File: src/hdl/owm_pkg.sv
// shared types, codes and register defaults of the one-wire bit sequencer
package owm_pkg;

   localparam int CfgWidth = 10;
   localparam int CfgCount = 8;
   localparam int CfgIndexWidth = 3;
   localparam int BitsPerByte = 8;

   // command codes on the request op field
   localparam logic [1:0] OP_TICK  = 2'd0;
   localparam logic [1:0] OP_RESET = 2'd1;
   localparam logic [1:0] OP_WRITE = 2'd2;
   localparam logic [1:0] OP_READ  = 2'd3;

   // register indexes
   localparam logic [CfgIndexWidth-1:0] REG_RESET_LOW     = 3'd0;
   localparam logic [CfgIndexWidth-1:0] REG_PRESENCE_WAIT = 3'd1;
   localparam logic [CfgIndexWidth-1:0] REG_PRESENCE_TAIL = 3'd2;
   localparam logic [CfgIndexWidth-1:0] REG_WRITE_ONE_LOW = 3'd3;
   localparam logic [CfgIndexWidth-1:0] REG_WRITE_ZERO_LOW = 3'd4;
   localparam logic [CfgIndexWidth-1:0] REG_READ_LOW      = 3'd5;
   localparam logic [CfgIndexWidth-1:0] REG_READ_SAMPLE   = 3'd6;
   localparam logic [CfgIndexWidth-1:0] REG_SLOT_LENGTH   = 3'd7;

   localparam logic [CfgWidth-1:0] CFG_RESET [CfgCount] = '{
      10'd480, 10'd70, 10'd410, 10'd5, 10'd65, 10'd5, 10'd15, 10'd70
   };

   typedef enum logic [1:0] {
      PH_IDLE,
      PH_LOW,
      PH_WAIT,
      PH_HIGH
   } phase_type;

   typedef enum logic [1:0] {
      KIND_NONE  = 2'd0,
      KIND_RESET = 2'd1,
      KIND_WRITE = 2'd2,
      KIND_READ  = 2'd3
   } kind_type;

   // one classified request beat
   typedef struct packed {
      logic       tick;
      kind_type   kind;
      logic [7:0] write_value;
      logic       line_level;
   } item_type;

   // a duration register with zero taken as one, as a signed slot-arithmetic value
   function automatic logic signed [11:0] reg_time(input logic [CfgWidth-1:0] v);
      logic signed [11:0] r;
      if (v == '0) begin
         r = 12'sd1;
      end else begin
         r = $signed({2'b00, v});
      end
      return r;
   endfunction

endpackage

File: src/hdl/owm_front.sv
// request intake: classifies beats and queues them for the sequencer
module owm_front (
   input  logic                clock,
   input  logic                reset,
   input  logic                req_valid,
   output logic                req_ready,
   input  logic [1:0]          req_op,
   input  logic [7:0]          req_write_value,
   input  logic                req_line_level,
   output logic                item_valid,
   output owm_pkg::item_type   item,
   input  logic                item_pop
);

   localparam logic [1:0] QDepth = 2'd2;

   owm_pkg::item_type queue_ff [2];
   logic       wr_ptr_ff, wr_ptr_in;
   logic       rd_ptr_ff, rd_ptr_in;
   logic [1:0] count_ff, count_in;
   owm_pkg::item_type classified;
   logic       push;
   logic       pop;

   always_comb begin
      classified.write_value = req_write_value;
      classified.line_level  = req_line_level;
      unique case (req_op)
         owm_pkg::OP_TICK: begin
            classified.tick = 1'b1;
            classified.kind = owm_pkg::KIND_NONE;
         end
         owm_pkg::OP_RESET: begin
            classified.tick = 1'b0;
            classified.kind = owm_pkg::KIND_RESET;
         end
         owm_pkg::OP_WRITE: begin
            classified.tick = 1'b0;
            classified.kind = owm_pkg::KIND_WRITE;
         end
         owm_pkg::OP_READ: begin
            classified.tick = 1'b0;
            classified.kind = owm_pkg::KIND_READ;
         end
         default: begin
            classified.tick = 1'b1;
            classified.kind = owm_pkg::KIND_NONE;
         end
      endcase
   end

   assign req_ready  = (count_ff != QDepth);
   assign push       = req_valid && req_ready;
   assign item_valid = (count_ff != 2'd0);
   assign pop        = item_pop && item_valid;
   assign item       = queue_ff[rd_ptr_ff];

   always_comb begin
      wr_ptr_in = push ? ~wr_ptr_ff : wr_ptr_ff;
      rd_ptr_in = pop ? ~rd_ptr_ff : rd_ptr_ff;
      count_in  = count_ff + {1'b0, push} - {1'b0, pop};
   end

   always_ff @(posedge clock) begin
      if (reset) begin
         wr_ptr_ff <= 1'b0;
         rd_ptr_ff <= 1'b0;
         count_ff  <= 2'd0;
      end else begin
         wr_ptr_ff <= wr_ptr_in;
         rd_ptr_ff <= rd_ptr_in;
         count_ff  <= count_in;
      end
   end

   always_ff @(posedge clock) begin
      if (push) begin
         queue_ff[wr_ptr_ff] <= classified;
      end
   end

endmodule

File: src/hdl/owm_back.sv
// slot sequencer: timing registers, phase machine and the result register
module owm_back #(
   parameter int TIMER_BITS = 10
) (
   input  logic                                 clock,
   input  logic                                 reset,
   input  logic                                 csr_write_en,
   input  logic [owm_pkg::CfgIndexWidth-1:0]    csr_index,
   input  logic [owm_pkg::CfgWidth-1:0]         csr_wdata,
   input  logic                                 item_valid,
   input  owm_pkg::item_type                    item,
   output logic                                 item_pop,
   output logic                                 rsp_valid,
   input  logic                                 rsp_ready,
   output logic                                 rsp_drive_low,
   output logic                                 rsp_busy_res,
   output logic                                 rsp_byte_done,
   output logic [7:0]                           rsp_read_value,
   output logic                                 rsp_device_present,
   output logic                                 rsp_status
);

   localparam int CntWidth = (TIMER_BITS > 10) ? TIMER_BITS : 10;
   localparam logic [TIMER_BITS-1:0] TimerMax = '1;

   // clamp a slot duration into the timer: below one gives one, above the range saturates
   function automatic logic [TIMER_BITS-1:0] load_time(input logic signed [11:0] v);
      logic [CntWidth-1:0] mag;
      logic [CntWidth-1:0] tmax;
      logic [TIMER_BITS-1:0] r;
      mag  = CntWidth'(v[9:0]);
      tmax = CntWidth'(TimerMax);
      if (v < 12'sd1) begin
         r = TIMER_BITS'(1);
      end else if (mag > tmax) begin
         r = TimerMax;
      end else begin
         r = TIMER_BITS'(mag);
      end
      return r;
   endfunction

   logic [owm_pkg::CfgWidth-1:0] cfg_ff [owm_pkg::CfgCount];

   owm_pkg::phase_type    phase_ff, phase_in;
   owm_pkg::kind_type     kind_ff, kind_in;
   logic [TIMER_BITS-1:0] cnt_ff, cnt_in;
   logic [2:0]            bit_ff, bit_in;
   logic [7:0]            send_ff, send_in;
   logic [7:0]            recv_ff, recv_in;
   logic                  pres_ff, pres_in;
   logic                  drive_ff, drive_in;

   logic       rsp_valid_ff, rsp_valid_in;
   logic       out_drive_ff, out_busy_ff, out_done_ff, out_pres_ff, out_status_ff;
   logic [7:0] out_read_ff;

   logic accept, busy, start, rejected, advance, last_slot, finish, next_slot;
   owm_pkg::kind_type  slot_kind;
   logic               next_bit;
   logic signed [11:0] t_reset_low, t_pres_wait, t_pres_tail, t_one_low, t_zero_low;
   logic signed [11:0] t_read_low, t_read_sample, t_slot;
   logic signed [11:0] wlow_cur, wlow_next;

   always_ff @(posedge clock) begin
      if (reset) begin
         for (int i = 0; i < owm_pkg::CfgCount; i++) begin
            cfg_ff[i] <= owm_pkg::CFG_RESET[i];
         end
      end else if (csr_write_en) begin
         cfg_ff[csr_index] <= csr_wdata;
      end
   end

   assign t_reset_low   = owm_pkg::reg_time(cfg_ff[owm_pkg::REG_RESET_LOW]);
   assign t_pres_wait   = owm_pkg::reg_time(cfg_ff[owm_pkg::REG_PRESENCE_WAIT]);
   assign t_pres_tail   = owm_pkg::reg_time(cfg_ff[owm_pkg::REG_PRESENCE_TAIL]);
   assign t_one_low     = owm_pkg::reg_time(cfg_ff[owm_pkg::REG_WRITE_ONE_LOW]);
   assign t_zero_low    = owm_pkg::reg_time(cfg_ff[owm_pkg::REG_WRITE_ZERO_LOW]);
   assign t_read_low    = owm_pkg::reg_time(cfg_ff[owm_pkg::REG_READ_LOW]);
   assign t_read_sample = owm_pkg::reg_time(cfg_ff[owm_pkg::REG_READ_SAMPLE]);
   assign t_slot        = owm_pkg::reg_time(cfg_ff[owm_pkg::REG_SLOT_LENGTH]);

   // a beat moves on when the result register is free or being emptied
   assign item_pop  = item_valid && (!rsp_valid_ff || rsp_ready);
   assign accept    = item_pop;
   assign busy      = (phase_ff != owm_pkg::PH_IDLE);
   assign start     = accept && !item.tick && !busy;
   assign rejected  = accept && !item.tick && busy;
   assign advance   = accept && item.tick && busy && (cnt_ff == TIMER_BITS'(1));
   assign last_slot = (kind_ff == owm_pkg::KIND_RESET) || (bit_ff == 3'(owm_pkg::BitsPerByte - 1));
   assign finish    = advance && (phase_ff == owm_pkg::PH_HIGH) && last_slot;
   assign next_slot = advance && (phase_ff == owm_pkg::PH_HIGH) && !last_slot;

   assign slot_kind = start ? item.kind : kind_ff;
   assign next_bit  = start ? item.write_value[0] : send_ff[bit_ff + 3'd1];
   assign wlow_cur  = send_ff[bit_ff] ? t_one_low : t_zero_low;
   assign wlow_next = next_bit ? t_one_low : t_zero_low;

   // next state of the phase machine
   always_comb begin
      phase_in = phase_ff;
      kind_in  = kind_ff;
      bit_in   = bit_ff;
      if (start) begin
         phase_in = owm_pkg::PH_LOW;
         kind_in  = item.kind;
         bit_in   = 3'd0;
      end else if (advance) begin
         unique case (phase_ff)
            owm_pkg::PH_LOW: begin
               phase_in = (kind_ff == owm_pkg::KIND_WRITE) ? owm_pkg::PH_HIGH
                                                           : owm_pkg::PH_WAIT;
            end
            owm_pkg::PH_WAIT: begin
               phase_in = owm_pkg::PH_HIGH;
            end
            owm_pkg::PH_HIGH: begin
               if (last_slot) begin
                  phase_in = owm_pkg::PH_IDLE;
                  kind_in  = owm_pkg::KIND_NONE;
                  bit_in   = 3'd0;
               end else begin
                  phase_in = owm_pkg::PH_LOW;
                  bit_in   = bit_ff + 3'd1;
               end
            end
            owm_pkg::PH_IDLE: begin
               phase_in = owm_pkg::PH_IDLE;
            end
            default: begin
               phase_in = owm_pkg::PH_IDLE;
            end
         endcase
      end
   end

   // timer loads, bus drive and byte datapath
   always_comb begin
      cnt_in   = cnt_ff;
      drive_in = drive_ff;
      send_in  = send_ff;
      recv_in  = recv_ff;
      pres_in  = pres_ff;
      if (accept && item.tick && busy) begin
         cnt_in = cnt_ff - TIMER_BITS'(1);
      end
      if (start) begin
         if (item.kind == owm_pkg::KIND_WRITE) begin
            send_in = item.write_value;
         end
         if (item.kind == owm_pkg::KIND_READ) begin
            recv_in = 8'd0;
         end
      end
      if (start || next_slot) begin
         drive_in = 1'b1;
         unique case (slot_kind)
            owm_pkg::KIND_RESET: cnt_in = load_time(t_reset_low);
            owm_pkg::KIND_WRITE: cnt_in = load_time(wlow_next);
            owm_pkg::KIND_READ:  cnt_in = load_time(t_read_low);
            default:             cnt_in = load_time(t_read_low);
         endcase
      end else if (finish) begin
         cnt_in   = '0;
         drive_in = 1'b0;
      end else if (advance && phase_ff == owm_pkg::PH_LOW) begin
         drive_in = 1'b0;
         unique case (kind_ff)
            owm_pkg::KIND_RESET: cnt_in = load_time(t_pres_wait);
            owm_pkg::KIND_READ:  cnt_in = load_time(t_read_sample);
            default:             cnt_in = load_time(t_slot - wlow_cur);
         endcase
      end else if (advance && phase_ff == owm_pkg::PH_WAIT) begin
         if (kind_ff == owm_pkg::KIND_RESET) begin
            // a device answers by holding the line low
            pres_in = !item.line_level;
            cnt_in  = load_time(t_pres_tail);
         end else begin
            recv_in = recv_ff | (8'(item.line_level) << bit_ff);
            cnt_in  = load_time(t_slot - t_read_low - t_read_sample);
         end
      end
   end

   always_ff @(posedge clock) begin
      if (reset) begin
         phase_ff <= owm_pkg::PH_IDLE;
         kind_ff  <= owm_pkg::KIND_NONE;
         cnt_ff   <= '0;
         bit_ff   <= 3'd0;
         send_ff  <= 8'd0;
         recv_ff  <= 8'd0;
         pres_ff  <= 1'b0;
         drive_ff <= 1'b0;
      end else begin
         phase_ff <= phase_in;
         kind_ff  <= kind_in;
         cnt_ff   <= cnt_in;
         bit_ff   <= bit_in;
         send_ff  <= send_in;
         recv_ff  <= recv_in;
         pres_ff  <= pres_in;
         drive_ff <= drive_in;
      end
   end

   // result register
   assign rsp_valid_in = accept || (rsp_valid_ff && !rsp_ready);

   always_ff @(posedge clock) begin
      if (reset) begin
         rsp_valid_ff <= 1'b0;
      end else begin
         rsp_valid_ff <= rsp_valid_in;
      end
   end

   always_ff @(posedge clock) begin
      if (accept) begin
         out_drive_ff  <= drive_in;
         out_busy_ff   <= (phase_in != owm_pkg::PH_IDLE);
         out_done_ff   <= finish;
         out_read_ff   <= recv_in;
         out_pres_ff   <= pres_in;
         out_status_ff <= rejected;
      end
   end

   assign rsp_valid          = rsp_valid_ff;
   assign rsp_drive_low      = out_drive_ff;
   assign rsp_busy_res       = out_busy_ff;
   assign rsp_byte_done      = out_done_ff;
   assign rsp_read_value     = out_read_ff;
   assign rsp_device_present = out_pres_ff;
   assign rsp_status         = out_status_ff;

endmodule

File: src/hdl/one_wire_master_bit_sequencer.sv
// top level of the one-wire bus master bit sequencer
//
//  channel   ports   direction  content
//  request   req_*   in         op, write byte, sampled line level
//  result    rsp_*   out        bus drive, busy, done, read byte, presence, status
//  csr       csr_*   in         write-only timing registers, indexes 0 to 7
//
// one request beat per clock while the queue has room; its result beat passes first
// through the request queue and then through the result register
// the two-entry request queue and the result register decouple the sides, so a
// stalled result only blocks intake once the queue has filled
// reset is synchronous and restores the default slot timing; no memory clearing pass
module one_wire_master_bit_sequencer #(
   parameter int TIMER_BITS = 10
) (
   input  logic                               clock,
   input  logic                               reset,
   input  logic                               req_valid,
   output logic                               req_ready,
   input  logic [1:0]                         req_op,
   input  logic [7:0]                         req_write_value,
   input  logic                               req_line_level,
   output logic                               rsp_valid,
   input  logic                               rsp_ready,
   output logic                               rsp_drive_low,
   output logic                               rsp_busy_res,
   output logic                               rsp_byte_done,
   output logic [7:0]                         rsp_read_value,
   output logic                               rsp_device_present,
   output logic                               rsp_status,
   input  logic                               csr_write_en,
   input  logic [owm_pkg::CfgIndexWidth-1:0]  csr_index,
   input  logic [owm_pkg::CfgWidth-1:0]       csr_wdata
);

   logic              item_valid;
   logic              item_pop;
   owm_pkg::item_type item;

   owm_front u_front (
      .clock           (clock),
      .reset           (reset),
      .req_valid       (req_valid),
      .req_ready       (req_ready),
      .req_op          (req_op),
      .req_write_value (req_write_value),
      .req_line_level  (req_line_level),
      .item_valid      (item_valid),
      .item            (item),
      .item_pop        (item_pop)
   );

   owm_back #(
      .TIMER_BITS (TIMER_BITS)
   ) u_back (
      .clock              (clock),
      .reset              (reset),
      .csr_write_en       (csr_write_en),
      .csr_index          (csr_index),
      .csr_wdata          (csr_wdata),
      .item_valid         (item_valid),
      .item               (item),
      .item_pop           (item_pop),
      .rsp_valid          (rsp_valid),
      .rsp_ready          (rsp_ready),
      .rsp_drive_low      (rsp_drive_low),
      .rsp_busy_res       (rsp_busy_res),
      .rsp_byte_done      (rsp_byte_done),
      .rsp_read_value     (rsp_read_value),
      .rsp_device_present (rsp_device_present),
      .rsp_status         (rsp_status)
   );

endmodule

File: config.mk
export PLATFORM = sky130hd
export DESIGN_NAME = one_wire_master_bit_sequencer
export DESIGN_NICKNAME = d
export VERILOG_FILES = /design/src/hdl/owm_pkg.sv /design/src/hdl/owm_front.sv /design/src/hdl/owm_back.sv /design/src/hdl/one_wire_master_bit_sequencer.sv
export SDC_FILE = /design/constraint.sdc
export NUM_CORES = 1
export LEC_CHECK = 0
export BUFFER_PORTS_ARGS = -buffer_cell sky130_fd_sc_hd__buf_4
export CAP_MARGIN = 40
export CORE_UTILIZATION = 54
export CTS_BUF_LIST = sky130_fd_sc_hd__clkbuf_16
export DETAILED_ROUTE_END_ITERATION = 6
export PLACE_DENSITY = 0.72
export SYNTH_ARGS = -nofsm -noshare
export SYNTH_HDL_FRONTEND = slang
export SYNTH_HIERARCHICAL = 1
export SYNTH_SLANG_ARGS = --single-unit
File: constraint.sdc
create_clock -name clock -period 3.9 [get_ports clock]
set_input_delay 0.78 -clock clock [delete_from_list [all_inputs] [get_ports clock]]
set_output_delay 0.78 -clock clock [all_outputs]
set_load 0.005 [all_outputs]
; Yosys cells after proc, flatten, opt, wreduce, memory -nomap -nowiden
; Memory sizes are Yosys's and may differ from the RTL's. A register that Yosys moved wholly into a read port is not among the register bits.
; Index checks and enable logic that the tools add are counted.
[classes]
n_addsub = 7
n_div = 0
multipliers = 0
mux = 78
bitwise_logic = 3
n_shift = 1
eq_ne = 16
order_cmp = 18
n_reduce_logical = 47
[ops]
columns = cell, n
row1 = two-way mux 10 bit, 33
row2 = > comparator 10 bit (second input constant), 8
row3 = zero test 10 bit, 8
row4 = two-way mux 8 bit, 7
row5 = less-than comparator 10 x 1 -> 1 bit (second input constant), 5
row6 = case mux 10 bit (2 select lines), 2
row7 = less-than comparator 12 x 2 -> 1 bit (second input constant), 3
row8 = two-way mux 1 bit, 23
row9 = == test 2 bit (second input constant), 9
row10 = logical AND 1 bit, 15
row11 = two-way mux 2 bit, 7
row12 = case mux 3 bit (4 select lines), 1
row13 = nonzero test 2 bit, 6
row14 = subtractor 11 x 12 -> 12 bit, 1
row15 = subtractor 12 x 11 -> 12 bit, 1
row16 = subtractor 10 x 10 -> 11 bit, 1
row17 = == test 10 x 1 -> 1 bit (second input constant), 1
row18 = OR reduction 10 bit, 1
row19 = subtractor 10 x 1 -> 10 bit (second input constant), 1
row20 = == test 2 x 1 -> 1 bit (second input constant), 4
row21 = less-than comparator 3 x 4 -> 1 bit (second input constant), 2
row22 = bitwise OR 8 bit, 1
row23 = case mux 2 bit (4 select lines), 1
row24 = left shift 1 x 3 -> 8 bit, 1
row25 = other kinds (15), 28
[totals]
ramBits = 104
wordCells = 190
output_inout_bits = 15
regBits = 53
in_bits = 29
latch_bits = 0
n_memories = 2
romBits = 0
[memory_table]
columns = name, words, word_bits, read_ports, rd_clocked_by_memory_dff, write_ports, line
row1 = u_back.cfg_ff, 8, 10, 8, 0, 8, owm_back.sv:43  ; logic [owm_pkg::CfgWidth-1:0] cfg_ff [owm_pkg::CfgCount];
row2 = u_front.queue_ff, 2, 12, 1, 1, 1, owm_front.sv:17  ; owm_pkg::item_type queue_ff [2];

; Depth between registers and ports, before layout
; An unclocked memory read counts as a cell.
[depth]
word_depth = 13
mapped_depth = 15
ltp_nobuf = 13

; By module
; The synthesis kept the hierarchy.
[by_module_without_submodules]
columns = mod, cells_each, area_each_um2, instances, seq_area_each_um2
row1 = owm_back, 813, 8017.7, 1, 3513.4
row2 = owm_front, 65, 1122.3, 1, 820.8

; Least setup slack after synthesis
; OpenSTA, ideal clock, no wires.
[synth_timing]
kind = reg2reg
startpoint = register u_back.bit_ff[0]
endpoint = register u_back.cnt_ff[0]
setup_ns = 0.092
period_less_slack_ns = 3.604
required_ns = 3.808
slack_ns = 0.296
arrival_ns = 3.512
path_buffers = 2
path_stages_with_launch = 14
path_cell_list = dfxtp_1 clkbuf_1 mux4_2 mux2i_1 buf_2 mux2_1 fa_1 nor2b_1 o2111ai_1 nand3b_1 mux2i_1 o2111ai_1 o311a_1 o32ai_1
[synth_via]
elab_chain_len = 11
elab_cells_between_ends = 29
classes_between = add/sub: 2 / order compare: 4 / eq/ne: 1 / mux: 16 / reduce/logical: 6
[synth_lines]
columns = element, line
row1 = start: declaration, owm_back.sv:48  ; logic [2:0] bit_ff, bit_in;
row2 = start signal: assignment, owm_back.sv:200  ; bit_ff <= bit_in;
row3 = binary-select mux 1 bit (select 3 bit), owm_back.sv:97  ; assign wlow_cur = send_ff[bit_ff] ? t_one_low : t_zero_low;
row4 = two-way mux 1 bit (not written as such), owm_back.sv:97
row5 = two-way mux 10 bit, owm_back.sv:97
row6 = subtractor 11 x 12 -> 12 bit, owm_back.sv:172  ; default: cnt_in = load_time(t_slot - wlow_cur);
row7 = > comparator 10 bit, owm_back.sv:35  ; end else if (mag > tmax) begin
row8 = two-way mux 10 bit, owm_back.sv:35
row9 = two-way mux 10 bit, owm_back.sv:33  ; if (v < 12'sd1) begin
row10 = case mux 10 bit (2 select lines), owm_back.sv:169  ; unique case (kind_ff)
row11 = two-way mux 10 bit, owm_back.sv:167  ; end else if (advance && phase_ff == owm_pkg::PH_LOW) begin
row12 = two-way mux 10 bit, owm_back.sv:164  ; end else if (finish) begin
row13 = two-way mux 10 bit, owm_back.sv:156  ; if (start || next_slot) begin
row14 = end signal: assignment, owm_back.sv:199  ; cnt_ff <= cnt_in;
row15 = end: declaration, owm_back.sv:47  ; logic [TIMER_BITS-1:0] cnt_ff, cnt_in;
; Several ways; a longest one is shown, not always the timed one. The select of a mux whose other input is x is not followed.
; A chain may end at the register's enable or synchronous reset.

; Worst setup path after layout
[layout_timing]
startpoint = register u_back.bit_ff[0]
endpoint = register u_back.cnt_ff[7]
; Same word-level chain as after synthesis.

==> metrics <==
CP Data Required Time 4210 ps; DRC errors left 0; crit share post-route 0.908; routed via count 6,846; Worst R2R Path Depth 14; Combinational Power Share 0.389; Slew Limit Headroom 0.405; Final Non-Filler Cells 1,135; DP Cell Count approximately 1,100; design area 10,300 um2; sequential cell area between 4000 and 5000 um2; initial antenna violation count 0; # fillers about 1,400; row count 47; status complete, no violations; core area 16,600 um2; CP Data Arrival Time 3850 ps; Core Util, Final 0.619; Reg2Reg Setup Slack 360 ps; Clock Latency Late Sink 440 ps; RSZ-0062 raised after global routing no; 1st-iter DRT viols 777; r2r endpoint u_back/cnt_ff[7]; Yosys cell types 75; Critical Path Source Type flop; CP Capture Type flop; largest net degree at the start of global routing 39; mapped cell area roughly 9100 um2; DP HPWL 17,400 um; Synth Flop Type edfxtp_1; clock skew 9.70 ps; reported net switching power 0.00247 W; CP max FO 10; Post-synth EDFFs 117; CP Launch Point u_back/bit_ff[0]; Reg-to-Reg Start u_back/bit_ff[0]; TritonCTS clock tree built; final hold vios 0; Synth-to-Final Area Change 12.2%; placed cell area 9660 um2; internal power ~0.0040 W; crit path capture u_back/cnt_ff[7]; Slowest Stage Delay on Critical Path 490 ps; crit-path cells mux4_2, mux2i_1, buf_4, mux2_1, inv_1, ha_1, nand2b_1, a21oi_1, o41a_1, a21oi_1, buf_4, nor2_1, a221oi_1, o31ai_1; Yosys warning count 6; Synth async-reset ratio 0; syn avg cell area 10.4 um2; worst hold path class flop to flop; CTS resizes 0; Port Buffer Count 43; setup TNS 0 ps; CTS Buf Count 17; clock group share of total power 0.257; Critical-path top delay cell mux4_2; per-cell routed wire length 20.5 um; Tmin final 3540 ps; clock sinks roughly 160; H-tree levels 4; most frequent cells in the layout edfxtp_1 (117), buf_4 (60), and2_1 (59), nor2_1 (55), a21oi_1 (48); Critical Setup Path Class flop to flop; Slew @ Worst Pin between 800 and 900 ps; I/O Pins 44; Peak VDD IR around 350 uV; routed vias/inst between 6 and 7; first-pass GRT wire length around 37,000 um; Max Fclk 0.282 GHz; Antenna Cells 0; GP Congestion 0.944; Die Height 132 um; WL final 23,200 um; most common cell after layout, fill and taps aside edfxtp_1; Post-Synthesis Cells 878; Clock Tree Root clkbuf_16; PwrDens 635 nW/um2; Max Root-Sink Buffers 2; Pre-antenna DRT Iters 7; Final nets 975; Setup Buffers After CTS 0; layout cell share with drive strength beyond 1 0.141; Total GRT Usage 0.281; antenna viol nets, final 0; multi-input gate area in the final layout 4420 um2; Setup-failing EPs final 0; sequential share of power 0.355; Sw Ratio 0.380; Die W 132 um; grt total ovfl 0; hold buffers post-CTS 0; clk slew on worst S/H paths roughly 70 ps; Die ar. 17,500 um2; #FFs+latches synth between 150 and 200; Final Max Tran Viols 0; Initial Util 0.551; Net Count, Synth ~950; number of max-cap violations 0; Pleak 3.92 nW; number of global-route vias before repair 6,583; sequential area share after synthesis 0.474
synth_stat cells (10+ instances only):
| library cell | number | area share |
|---|---|---|
| edfxtp_1 | 117 | 0.38 |
| and2_1 | 59 | 0.040 |
| nor2_1 | 55 | 0.023 |
| clkbuf_1 | 49 | 0.020 |
| a21oi_1 | 48 | 0.026 |
| inv_1 | 44 | 0.018 |
| dfxtp_1 | 41 | 0.090 |
| nand2_1 | 41 | 0.017 |
| ha_1 | 33 | 0.045 |
| nor3_1 | 33 | 0.018 |
| mux2i_1 | 25 | 0.027 |
| nand2b_1 | 22 | 0.015 |
| nand3_1 | 20 | 0.011 |
| o21ai_0 | 20 | 0.011 |
| or3_1 | 20 | 0.014 |
| nor4_1 | 16 | 0.011 |
| mux2_1 | 15 | 0.018 |
| nor2b_1 | 15 | 0.010 |
| xnor2_1 | 15 | 0.014 |
| fa_1 | 11 | 0.024 |
| or2_2 | 11 | 0.0075 |
| a31oi_1 | 10 | 0.0068 |
logic make-up (layout without fill, tap and decap cells):
group,count (synthesis),in the layout,synth area share
xor gates and xnor gates,21,21,0.0201
buffers and inverters,102,139,0.0426
adders and majority gates,44,44,0.0693
and+or+nand+nor,332,332,0.199
DFF,158,158,0.474
muxes,55,55,0.0726
AOI/OAI and AO/OA,166,166,0.123
area by class of cell:
type,instances,area share
Timing Repair Buffer,61,0.0450
Inverter,46,0.0168
Multi-Input combinational cell,618,0.431
Tap cell,220,0.0268
Sequential cell,158,0.423
Clock buffer,17,0.0415
Clock inverter,15,0.0167
routing by layer:
metal,routed length (um),part of all wire,up-vias,track usage
li1,-,-,3263,-
met1,10500,0.45,3271,0.397
met2,10600,0.46,279,0.440
met3,1650,0.071,33,0.0446
met4,476,0.020,0,0.0995
met5,0,0,-,0
state kept, by name, indices dropped and copies added (netlist names), 2 cells and up, named ones only:
signal / count
u_back/kind_ff: 2
u_back/recv_ff: 8
u_back/cnt_ff: 10
u_front/queue_ff: 24
u_back/bit_ff: 3
u_back/phase_ff: 2
u_back/cfg_ff: 80
u_back/rsp_read_value: 8
u_back/send_ff: 8
u_front/count_ff: 2
worst max-delay path: cells and delay by family (launching register included):
family | cells | cell delay (ps)
mux | 3 | 1080
buf+inv | 3 | 480
simple gates | 2 | 150
compound gates | 5 | 1130
flops | 1 | 350
fa+ha+maj | 1 | 220
power by group through the flow:
| stage | Sequential [W] | Clock (W) | Combinational [W] |
|---|---|---|---|
| floorplan | 0.00225 | 0 | 0.00175 |
| global placement | 0.00233 | 0 | 0.00246 |
| detailed placement | 0.00234 | 0 | 0.00247 |
| CTS | 0.00230 | 0.00169 | 0.00249 |
| global route | 0.00233 | 0.00176 | 0.00277 |
| finish | 0.00231 | 0.00167 | 0.00253 |
stage by stage:
step           hold WS [ps]  total power (W)  worst slack, ps
2_1_floorplan           444          0.00400              296
3_3_place_gp            456          0.00479              450
3_5_place_dp            465          0.00480              414
4_1_cts                 476          0.00648              393
5_1_grt                 511          0.00686              145
6_report                470          0.00652              359
worst min-delay path by stage:
stage                    from  depth (start not counted)              to  slack (ps)
6_report       u_back/pres_ff                          2  u_back/pres_ff         470
5_1_grt        u_back/pres_ff                          2  u_back/pres_ff         510
4_1_cts        u_back/pres_ff                          2  u_back/pres_ff         480
3_5_place_dp   u_back/pres_ff                          2  u_back/pres_ff         470
3_3_place_gp   u_back/pres_ff                          2  u_back/pres_ff         460
2_1_floorplan  u_back/pres_ff                          2  u_back/pres_ff         440
Note: power is estimated with default switching activity, not from simulation.
